==> src/hw/rtl/hsfd_pkg.sv <==
`default_nettype none

package hsfd_pkg;

    localparam logic [7:0] CRC_POLY = 8'h31;
    localparam logic [7:0] CRC_INIT = 8'hFF;

    localparam int TEMP_SPAN    = 17500;
    localparam int HUM_SPAN     = 10000;
    localparam int FULL_SCALE   = 65535;
    localparam int C_OFFSET     = 4500;
    // floor(9*C/5) + 3200 is rewritten as floor(9*(C+4500)/5) - 4900.
    localparam int F_OFFSET     = 4900;
    // floor(m/5) == (m*52429) >> 18 for every m below 2^18.
    localparam int RECIP5       = 52429;
    localparam int RECIP5_SHIFT = 18;

    localparam logic [2:0] POS_TEMP_HI = 3'd0;
    localparam logic [2:0] POS_TEMP_LO = 3'd1;
    localparam logic [2:0] POS_TEMP_CRC = 3'd2;
    localparam logic [2:0] POS_HUM_HI = 3'd3;
    localparam logic [2:0] POS_HUM_LO = 3'd4;
    localparam logic [2:0] POS_HUM_CRC = 3'd5;

    typedef struct packed {
        logic [7:0] rx_byte;
        logic       frame_start;
    } in_item_t;

    typedef struct packed {
        logic signed [14:0] temp_c_centi;
        logic signed [15:0] temp_f_centi;
        logic [13:0]        humidity_centi;
        logic               crc_error;
    } out_item_t;

    typedef struct packed {
        logic [15:0] temp_word;
        logic [15:0] hum_word;
        logic        crc_bad;
    } frame_t;

    // MSB-first CRC-8 update over one byte.
    function automatic logic [7:0] crc8_byte(input logic [7:0] crc, input logic [7:0] data);
        logic [7:0] c;
        c = crc ^ data;
        for (int k = 0; k < 8; k++) begin
            if (c[7])
            begin
                c = {c[6:0], 1'b0} ^ CRC_POLY;
            end
            else
            begin
                c = {c[6:0], 1'b0};
            end
        end
        return c;
    endfunction

endpackage

`default_nettype wire

==> src/hw/rtl/humidity_sensor_frame_decoder_core.sv <==
`default_nettype none

// Channel  | Handshake             | Payload                  | Moves
// ---------+-----------------------+--------------------------+--------------------------
// rx       | rx_valid / rx_stall   | rx_item (in_item_t)      | one frame byte per item
// meas     | meas_valid / meas_stall | meas_item (out_item_t) | one result per full frame
//
// One byte item is taken per cycle while rx_stall is low; the frame state updates in the cycle it is taken.
// After the sixth byte the frame capture register is loaded with the finished frame, then
// three arithmetic stages (scale multiply, divide by 65535, divide by five) and the result
// register follow.
// Reset clears the byte position, the running CRC (to 0xFF), the words and all valid bits.
// A stalled result backs up the stages; rx_stall rises only once the capture register
// holds a finished frame that cannot move on.

module humidity_sensor_frame_decoder_core (
    input  wire logic                clk,
    input  wire logic                rst_n,
    input  wire logic                rx_valid,
    output logic                     rx_stall,
    input  wire hsfd_pkg::in_item_t  rx_item,
    output logic                     meas_valid,
    input  wire logic                meas_stall,
    output hsfd_pkg::out_item_t      meas_item
);
    import hsfd_pkg::*;

    logic   frame_valid;
    logic   frame_ready;
    frame_t frame_item;

    hsfd_frame u_frame (
        .clk         (clk),
        .rst_n       (rst_n),
        .rx_valid    (rx_valid),
        .rx_stall    (rx_stall),
        .rx_item     (rx_item),
        .frame_valid (frame_valid),
        .frame_ready (frame_ready),
        .frame_item  (frame_item)
    );

    hsfd_math u_math (
        .clk         (clk),
        .rst_n       (rst_n),
        .frame_valid (frame_valid),
        .frame_ready (frame_ready),
        .frame_item  (frame_item),
        .meas_valid  (meas_valid),
        .meas_stall  (meas_stall),
        .meas_item   (meas_item)
    );

endmodule

`default_nettype wire

==> src/hw/rtl/hsfd_frame.sv <==
`default_nettype none

module hsfd_frame (
    input  wire logic              clk,
    input  wire logic              rst_n,
    input  wire logic              rx_valid,
    output logic                   rx_stall,
    input  wire hsfd_pkg::in_item_t rx_item,
    output logic                   frame_valid,
    input  wire logic              frame_ready,
    output hsfd_pkg::frame_t       frame_item
);
    import hsfd_pkg::*;

    logic [2:0]  pos_reg, pos_next, pos_eff;
    logic [7:0]  crc_reg, crc_next;
    logic [15:0] temp_reg, temp_next;
    logic [15:0] hum_reg, hum_next;
    logic        bad_reg, bad_next;
    logic        fvalid_reg, fvalid_next;
    frame_t      fitem_reg, fitem_next;
    logic        accept;
    logic        done;

    assign rx_stall    = fvalid_reg && !frame_ready;
    assign accept      = rx_valid && !rx_stall;
    assign frame_valid = fvalid_reg;
    assign frame_item  = fitem_reg;

    always_comb
    begin
        pos_eff = (rx_item.frame_start || pos_reg > POS_HUM_CRC) ? POS_TEMP_HI : pos_reg;
        crc_next  = crc_reg;
        temp_next = temp_reg;
        hum_next  = hum_reg;
        bad_next  = bad_reg;
        pos_next  = pos_eff + 3'd1;
        done      = 1'b0;
        unique case (pos_eff)
            POS_TEMP_HI:
            begin
                crc_next  = crc8_byte(CRC_INIT, rx_item.rx_byte);
                temp_next = {rx_item.rx_byte, temp_reg[7:0]};
            end
            POS_TEMP_LO:
            begin
                crc_next  = crc8_byte(crc_reg, rx_item.rx_byte);
                temp_next = {temp_reg[15:8], rx_item.rx_byte};
            end
            POS_TEMP_CRC:
            begin
                bad_next = (crc_reg != rx_item.rx_byte);
                crc_next = CRC_INIT;
            end
            POS_HUM_HI:
            begin
                crc_next = crc8_byte(CRC_INIT, rx_item.rx_byte);
                hum_next = {rx_item.rx_byte, hum_reg[7:0]};
            end
            POS_HUM_LO:
            begin
                crc_next = crc8_byte(crc_reg, rx_item.rx_byte);
                hum_next = {hum_reg[15:8], rx_item.rx_byte};
            end
            default:
            begin
                done     = 1'b1;
                crc_next = CRC_INIT;
                pos_next = POS_TEMP_HI;
            end
        endcase

        fitem_next.temp_word = temp_reg;
        fitem_next.hum_word  = hum_reg;
        fitem_next.crc_bad   = bad_reg || (crc_reg != rx_item.rx_byte);

        if (accept && done)
        begin
            fvalid_next = 1'b1;
        end
        else if (frame_ready)
        begin
            fvalid_next = 1'b0;
        end
        else
        begin
            fvalid_next = fvalid_reg;
        end
    end

    always_ff @(posedge clk or negedge rst_n)
    begin
        if (!rst_n)
        begin
            pos_reg    <= POS_TEMP_HI;
            crc_reg    <= CRC_INIT;
            temp_reg   <= '0;
            hum_reg    <= '0;
            bad_reg    <= 1'b0;
            fvalid_reg <= 1'b0;
        end
        else
        begin
            fvalid_reg <= fvalid_next;
            if (accept)
            begin
                pos_reg  <= pos_next;
                crc_reg  <= crc_next;
                temp_reg <= temp_next;
                hum_reg  <= hum_next;
                bad_reg  <= bad_next;
            end
        end
    end

    always_ff @(posedge clk)
    begin
        if (accept && done)
        begin
            fitem_reg <= fitem_next;
        end
    end

endmodule

`default_nettype wire

==> src/hw/rtl/hsfd_math.sv <==
`default_nettype none

module hsfd_math (
    input  wire logic             clk,
    input  wire logic             rst_n,
    input  wire logic             frame_valid,
    output logic                  frame_ready,
    input  wire hsfd_pkg::frame_t frame_item,
    output logic                  meas_valid,
    input  wire logic             meas_stall,
    output hsfd_pkg::out_item_t   meas_item
);
    import hsfd_pkg::*;

    // Stage 1: scale products.
    logic        v1_reg;
    logic [30:0] tp1_reg;
    logic [29:0] hp1_reg;
    logic        bad1_reg;
    // Stage 2: quotients by 65535 and 9*q.
    logic        v2_reg;
    logic [14:0] q2_reg;
    logic [13:0] h2_reg;
    logic [17:0] m2_reg;
    logic        bad2_reg;
    // Stage 3: division of 9*q by five.
    logic        v3_reg;
    logic [14:0] q3_reg;
    logic [13:0] h3_reg;
    logic [14:0] f3_reg;
    logic        bad3_reg;
    // Result register.
    logic        vo_reg;
    out_item_t   out_reg, out_next;

    logic        rdy1, rdy2, rdy3;
    logic [30:0] tp1_next;
    logic [29:0] hp1_next;
    logic [14:0] ta;
    logic [15:0] tb;
    logic [16:0] tsum;
    logic [13:0] ha;
    logic [15:0] hb;
    logic [16:0] hsum;
    logic [14:0] q2_next;
    logic [13:0] h2_next;
    logic [17:0] m2_next;
    logic [33:0] prod5;
    logic [15:0] c_wide, f_wide;

    assign rdy3        = !vo_reg || !meas_stall;
    assign rdy2        = !v3_reg || rdy3;
    assign rdy1        = !v2_reg || rdy2;
    assign frame_ready = !v1_reg || rdy1;
    assign meas_valid  = vo_reg;
    assign meas_item   = out_reg;

    always_comb
    begin
        tp1_next = 31'(TEMP_SPAN) * {15'b0, frame_item.temp_word};
        hp1_next = 30'(HUM_SPAN) * {14'b0, frame_item.hum_word};

        // x/65535 = a + (a+b)/65535 for x = a*65536 + b, and a+b stays below 2*65535.
        ta      = tp1_reg[30:16];
        tb      = tp1_reg[15:0];
        tsum    = {2'b0, ta} + {1'b0, tb};
        q2_next = ta + {14'b0, (tsum >= 17'(FULL_SCALE))};
        ha      = hp1_reg[29:16];
        hb      = hp1_reg[15:0];
        hsum    = {3'b0, ha} + {1'b0, hb};
        h2_next = ha + {13'b0, (hsum >= 17'(FULL_SCALE))};
        m2_next = {q2_next, 3'b0} + {3'b0, q2_next};

        prod5 = {16'b0, m2_reg} * 34'(RECIP5);

        c_wide = {1'b0, q3_reg} - 16'(C_OFFSET);
        f_wide = {1'b0, f3_reg} - 16'(F_OFFSET);
        if (bad3_reg)
        begin
            out_next.temp_c_centi   = '0;
            out_next.temp_f_centi   = '0;
            out_next.humidity_centi = '0;
            out_next.crc_error      = 1'b1;
        end
        else
        begin
            out_next.temp_c_centi   = c_wide[14:0];
            out_next.temp_f_centi   = f_wide;
            out_next.humidity_centi = h3_reg;
            out_next.crc_error      = 1'b0;
        end
    end

    always_ff @(posedge clk or negedge rst_n)
    begin
        if (!rst_n)
        begin
            v1_reg <= 1'b0;
            v2_reg <= 1'b0;
            v3_reg <= 1'b0;
            vo_reg <= 1'b0;
        end
        else
        begin
            if (frame_ready)
            begin
                v1_reg <= frame_valid;
            end
            if (rdy1)
            begin
                v2_reg <= v1_reg;
            end
            if (rdy2)
            begin
                v3_reg <= v2_reg;
            end
            if (rdy3)
            begin
                vo_reg <= v3_reg;
            end
        end
    end

    always_ff @(posedge clk)
    begin
        if (frame_ready)
        begin
            tp1_reg  <= tp1_next;
            hp1_reg  <= hp1_next;
            bad1_reg <= frame_item.crc_bad;
        end
        if (rdy1)
        begin
            q2_reg   <= q2_next;
            h2_reg   <= h2_next;
            m2_reg   <= m2_next;
            bad2_reg <= bad1_reg;
        end
        if (rdy2)
        begin
            q3_reg   <= q2_reg;
            h3_reg   <= h2_reg;
            f3_reg   <= prod5[RECIP5_SHIFT+14:RECIP5_SHIFT];
            bad3_reg <= bad2_reg;
        end
        if (rdy3)
        begin
            out_reg <= out_next;
        end
    end

endmodule

`default_nettype wire

==> config.mk <==
export PLATFORM = sky130hd
export DESIGN_NAME = humidity_sensor_frame_decoder_core
export DESIGN_NICKNAME = d
export VERILOG_FILES = /design/src/hw/rtl/hsfd_pkg.sv /design/src/hw/rtl/humidity_sensor_frame_decoder_core.sv /design/src/hw/rtl/hsfd_frame.sv /design/src/hw/rtl/hsfd_math.sv
export SDC_FILE = /design/constraint.sdc
export NUM_CORES = 1
export LEC_CHECK = 0
export BUFFER_PORTS_ARGS = -buffer_cell sky130_fd_sc_hd__buf_2
export CAP_MARGIN = 20
export CORE_MARGIN = 10
export CORE_UTILIZATION = 65
export DETAILED_ROUTE_END_ITERATION = 10
export PLACE_DENSITY = 0.89
export SLEW_MARGIN = 20
export SYNTH_ARGS = -nofsm -noshare
export SYNTH_HDL_FRONTEND = slang
export SYNTH_SLANG_ARGS = --single-unit
==> constraint.sdc <==
create_clock -name clk -period 13.8 [get_ports clk]
set_clock_uncertainty 0.15 [all_clocks]
set_input_delay 2.76 -clock clk [delete_from_list [all_inputs] [get_ports clk]]
set_output_delay 2.76 -clock clk [all_outputs]
set_load 0.01 [all_outputs]
==> flow_summary.toml <==
[critical_path]
crit_arrival_ps = 7080
crit_fanout = 11
worst-setup-path-type = "register to register"
ff2ff_setup_slack_ps = 6850
worstSetupEndpoint = "u_math.m2_reg[16]"
rr_startpoint = "u_math.tp1_reg[18]"
cp-end-kind = "register"
crit_required_ps = 13930
startpoint_type = "register"
r2r_end = "u_math.m2_reg[16]"
reg2reg_depth = 26
crit_start = "u_math.tp1_reg[18]"

[synth]
yosysWarnings = 0
synth_top_cell_area_share = 0.299
synthArstFlopShare = 0.179
synth.area.top_cells = "edfxtp_1 30%, ha_1 19%, fa_1 16%, inv_1 6.7%, dfrtp_1 4.5%"
syn_inst = 1971
syn_area_mm2 = 0.0226
synth_cell_types = 78
yosysTopAreaCell = "edfxtp_1"
synth_edf_count = 225
syn-mean-instance-area_um2 = 11.5
yosysSeqAreaShare = 0.353
syn_nets = 2507
ys_seq_elements = 274
synthFlopType = "edfxtp_1"

[flow_run]
max_cap_violations = 0

[final_layout]
layout-drive-gt1-share = 0.0866
syn2layout_area_growth_pct = 7.65
n_fill_cell = 2216
layout.area.seq_mm2 = 0.00799
nNetsFinal = 2582
largest_reg_flops = 46
multi_input_area_mm2 = 0.0130
diodes = 0

[floorplan]
die_height_um = 207
die_x_um = 207
start_util = 0.656
rows = 68
core_area_mm2 = 0.0345
io_pins = 61
die-area_mm2 = 0.0427

[sta]
relSlewSlack = 0.285
rsz0062_at_grt = "false"
setup_violations = 0
min_period_over_period = 0.503
tightest_slew_ps = 1070
fin_setup_tns_ps = 0
fmax_ghz = 0.144
final_hold_viol_count = 0
fin_crit_ps = 6950
slew_viol_final = 0

[detailed_routing]
dr_wl_met3_um = 2310
vias = 14635
viasPerCell = 5.81
dr_wl_met2_um = 23800
highest_layer = "met5"
wl_per_cell_um = 18.5
wl_met1_um = 19000
postRouteAntennaNets = 0
drtPass1Iterations = 5
drc = 0
postRouteWirelength_um = 46600
drtIter0Drc = 804

[place]
detailed_place_hpwl_um = 36800
gp_congestion = 0.908
place.port_buffers = 60

[worst_hold_path]
hold_class = "register to register"
hold_depth = 0

[clocking]
cts.htree.levels = 1
cts_resized = 0
cts-root-buf = "clkbuf_16"
clock_path_buffers = 3
cts_tree = "yes"
cts_setup_buffers = 0
hold_buffers = 0
path_clk_slew_ps = 60
cts_buffers = 29
insertion_delay_ps = 550
clock-sinks = 274

[global_route]
grt_pass1_wl_um = 77900
grt_pass1_vias = 15751
grt_max_degree = 50
track_usage = 0.226
overflow = 0
antenna_found_initial = 1

[status]
status = "completed"
==> cell usage after synthesis (3+ instances only) <==
master	number
ha_1	345
xor2_1	48
a21boi_0	3
a31oi_1	11
nor2b_1	30
and2_1	6
a211oi_1	11
o21a_1	14
dfrtp_1	41
a2111oi_0	4
nor2_1	79
o311ai_0	4
a211o_1	5
buf_6	4
o21ai_0	26
a311oi_1	3
fa_1	178
a21o_1	33
and3_1	13
nand3b_1	3
inv_1	403
dfstp_2	8
and4_1	5
nand2_1	54
nor4_1	4
and3_2	3
mux2_2	33
xnor2_1	108
or3_1	6
nand2b_1	17
nand3_1	24
o211ai_1	9
o22ai_1	6
a21oi_1	74
or2_2	5
nor3_1	25
o41ai_1	4
o31ai_1	9
o21bai_1	12
edfxtp_1	225
nand4_1	11
clkbuf_1	16
o22a_1	5
==> area by class of cell <==
cell class / count / share of cell area
multi-input cells: 1272 / 0.535
flip-flops and latches: 274 / 0.328
clock buffers: 35 / 0.0320
repair buffers: 64 / 0.0137
inverters: 405 / 0.0625
well taps: 455 / 0.0234
clock inverters: 16 / 0.00529
==> logic make-up (layout without fill, tap and decap cells) <==
group / count (synthesis) / after routing / synth area share
buffers and inverters: 425 / 520 / 0.0720
multiplexers: 35 / 35 / 0.0173
flip-flops: 274 / 274 / 0.353
XOR/XNOR: 157 / 157 / 0.0616
AND/OR/NAND/NOR: 298 / 298 / 0.0679
AO/OA/AOI/OAI: 258 / 258 / 0.0790
adder cells (fa/ha/maj): 524 / 524 / 0.349
==> metrics by stage <==
step | hold WS, ps | cells | cell area (um^2) | setup slack [ps] | util
after global routing | 274 | 2521 | 24400 | 6320 | 0.707
after global placement | 251 | 2470 | 23400 | 7220 | 0.680
after detailed placement | 255 | 2470 | 23400 | 6970 | 0.680
final | 268 | 2521 | 24400 | 6850 | 0.707
after floorplan | 250 | 1971 | 22600 | 7050 | -
after CTS | 265 | 2521 | 24300 | 6920 | 0.706
==> worst min-delay path by stage <==
stage	from	endpoint	slack, ps
after floorplan	u_frame.frame_item[0]	u_math.bad1_reg	250
after global placement	u_math.h2_reg[9]	u_math.h3_reg[9]	250
after detailed placement	u_math.h2_reg[4]	u_math.h3_reg[4]	250
after CTS	u_math.q2_reg[7]	u_math.q3_reg[7]	260
after global routing	u_math.q2_reg[7]	u_math.q3_reg[7]	270
final	u_math.h2_reg[4]	u_math.h3_reg[4]	270
==> critical path, cell delays in order, from the launching register on <==
cell	delay [ps]
edfxtp_1	580
ha_1	260
inv_1	70
fa_1	410
nor2b_1	120
o21ai_0	100
a21boi_0	250
o21ai_0	170
a21oi_1	180
mux2_2	340
a2111oi_0	430
o211ai_1	150
o211ai_1	130
ha_1	320
nand3_4	140
o21ai_0	310
nand2_1	170
ha_1	390
a21oi_1	280
nand2_1	170
a311o_1	370
o21bai_1	200
o22ai_1	230
o21bai_1	150
o211a_1	250
o21ai_0	260
xnor2_1	100
==> cells in the final DEF, fill, tap and decap left out, types with 33 or more instances in the layout <==
master    instances
inv_1           402
a21oi_1          74
a21o_1           33
nand2_1          52
xor2_1           48
edfxtp_1        225
ha_1            345
buf_2            59
xnor2_1         108
fa_1            178
nor2_1           79
dfrtp_1          41
mux2_2           33
==> metal layers <==
metal / vias to the layer above / track usage
met3: 114 / 0.0318
met5: - / 0
li1: 6854 / -
met1: 7232 / 0.273
met4: 2 / 0.0719
met2: 433 / 0.407
Power is left out: the tool's default activity adds up to more than one toggle a clock period on the data nets, which glitch-free logic cannot reach.
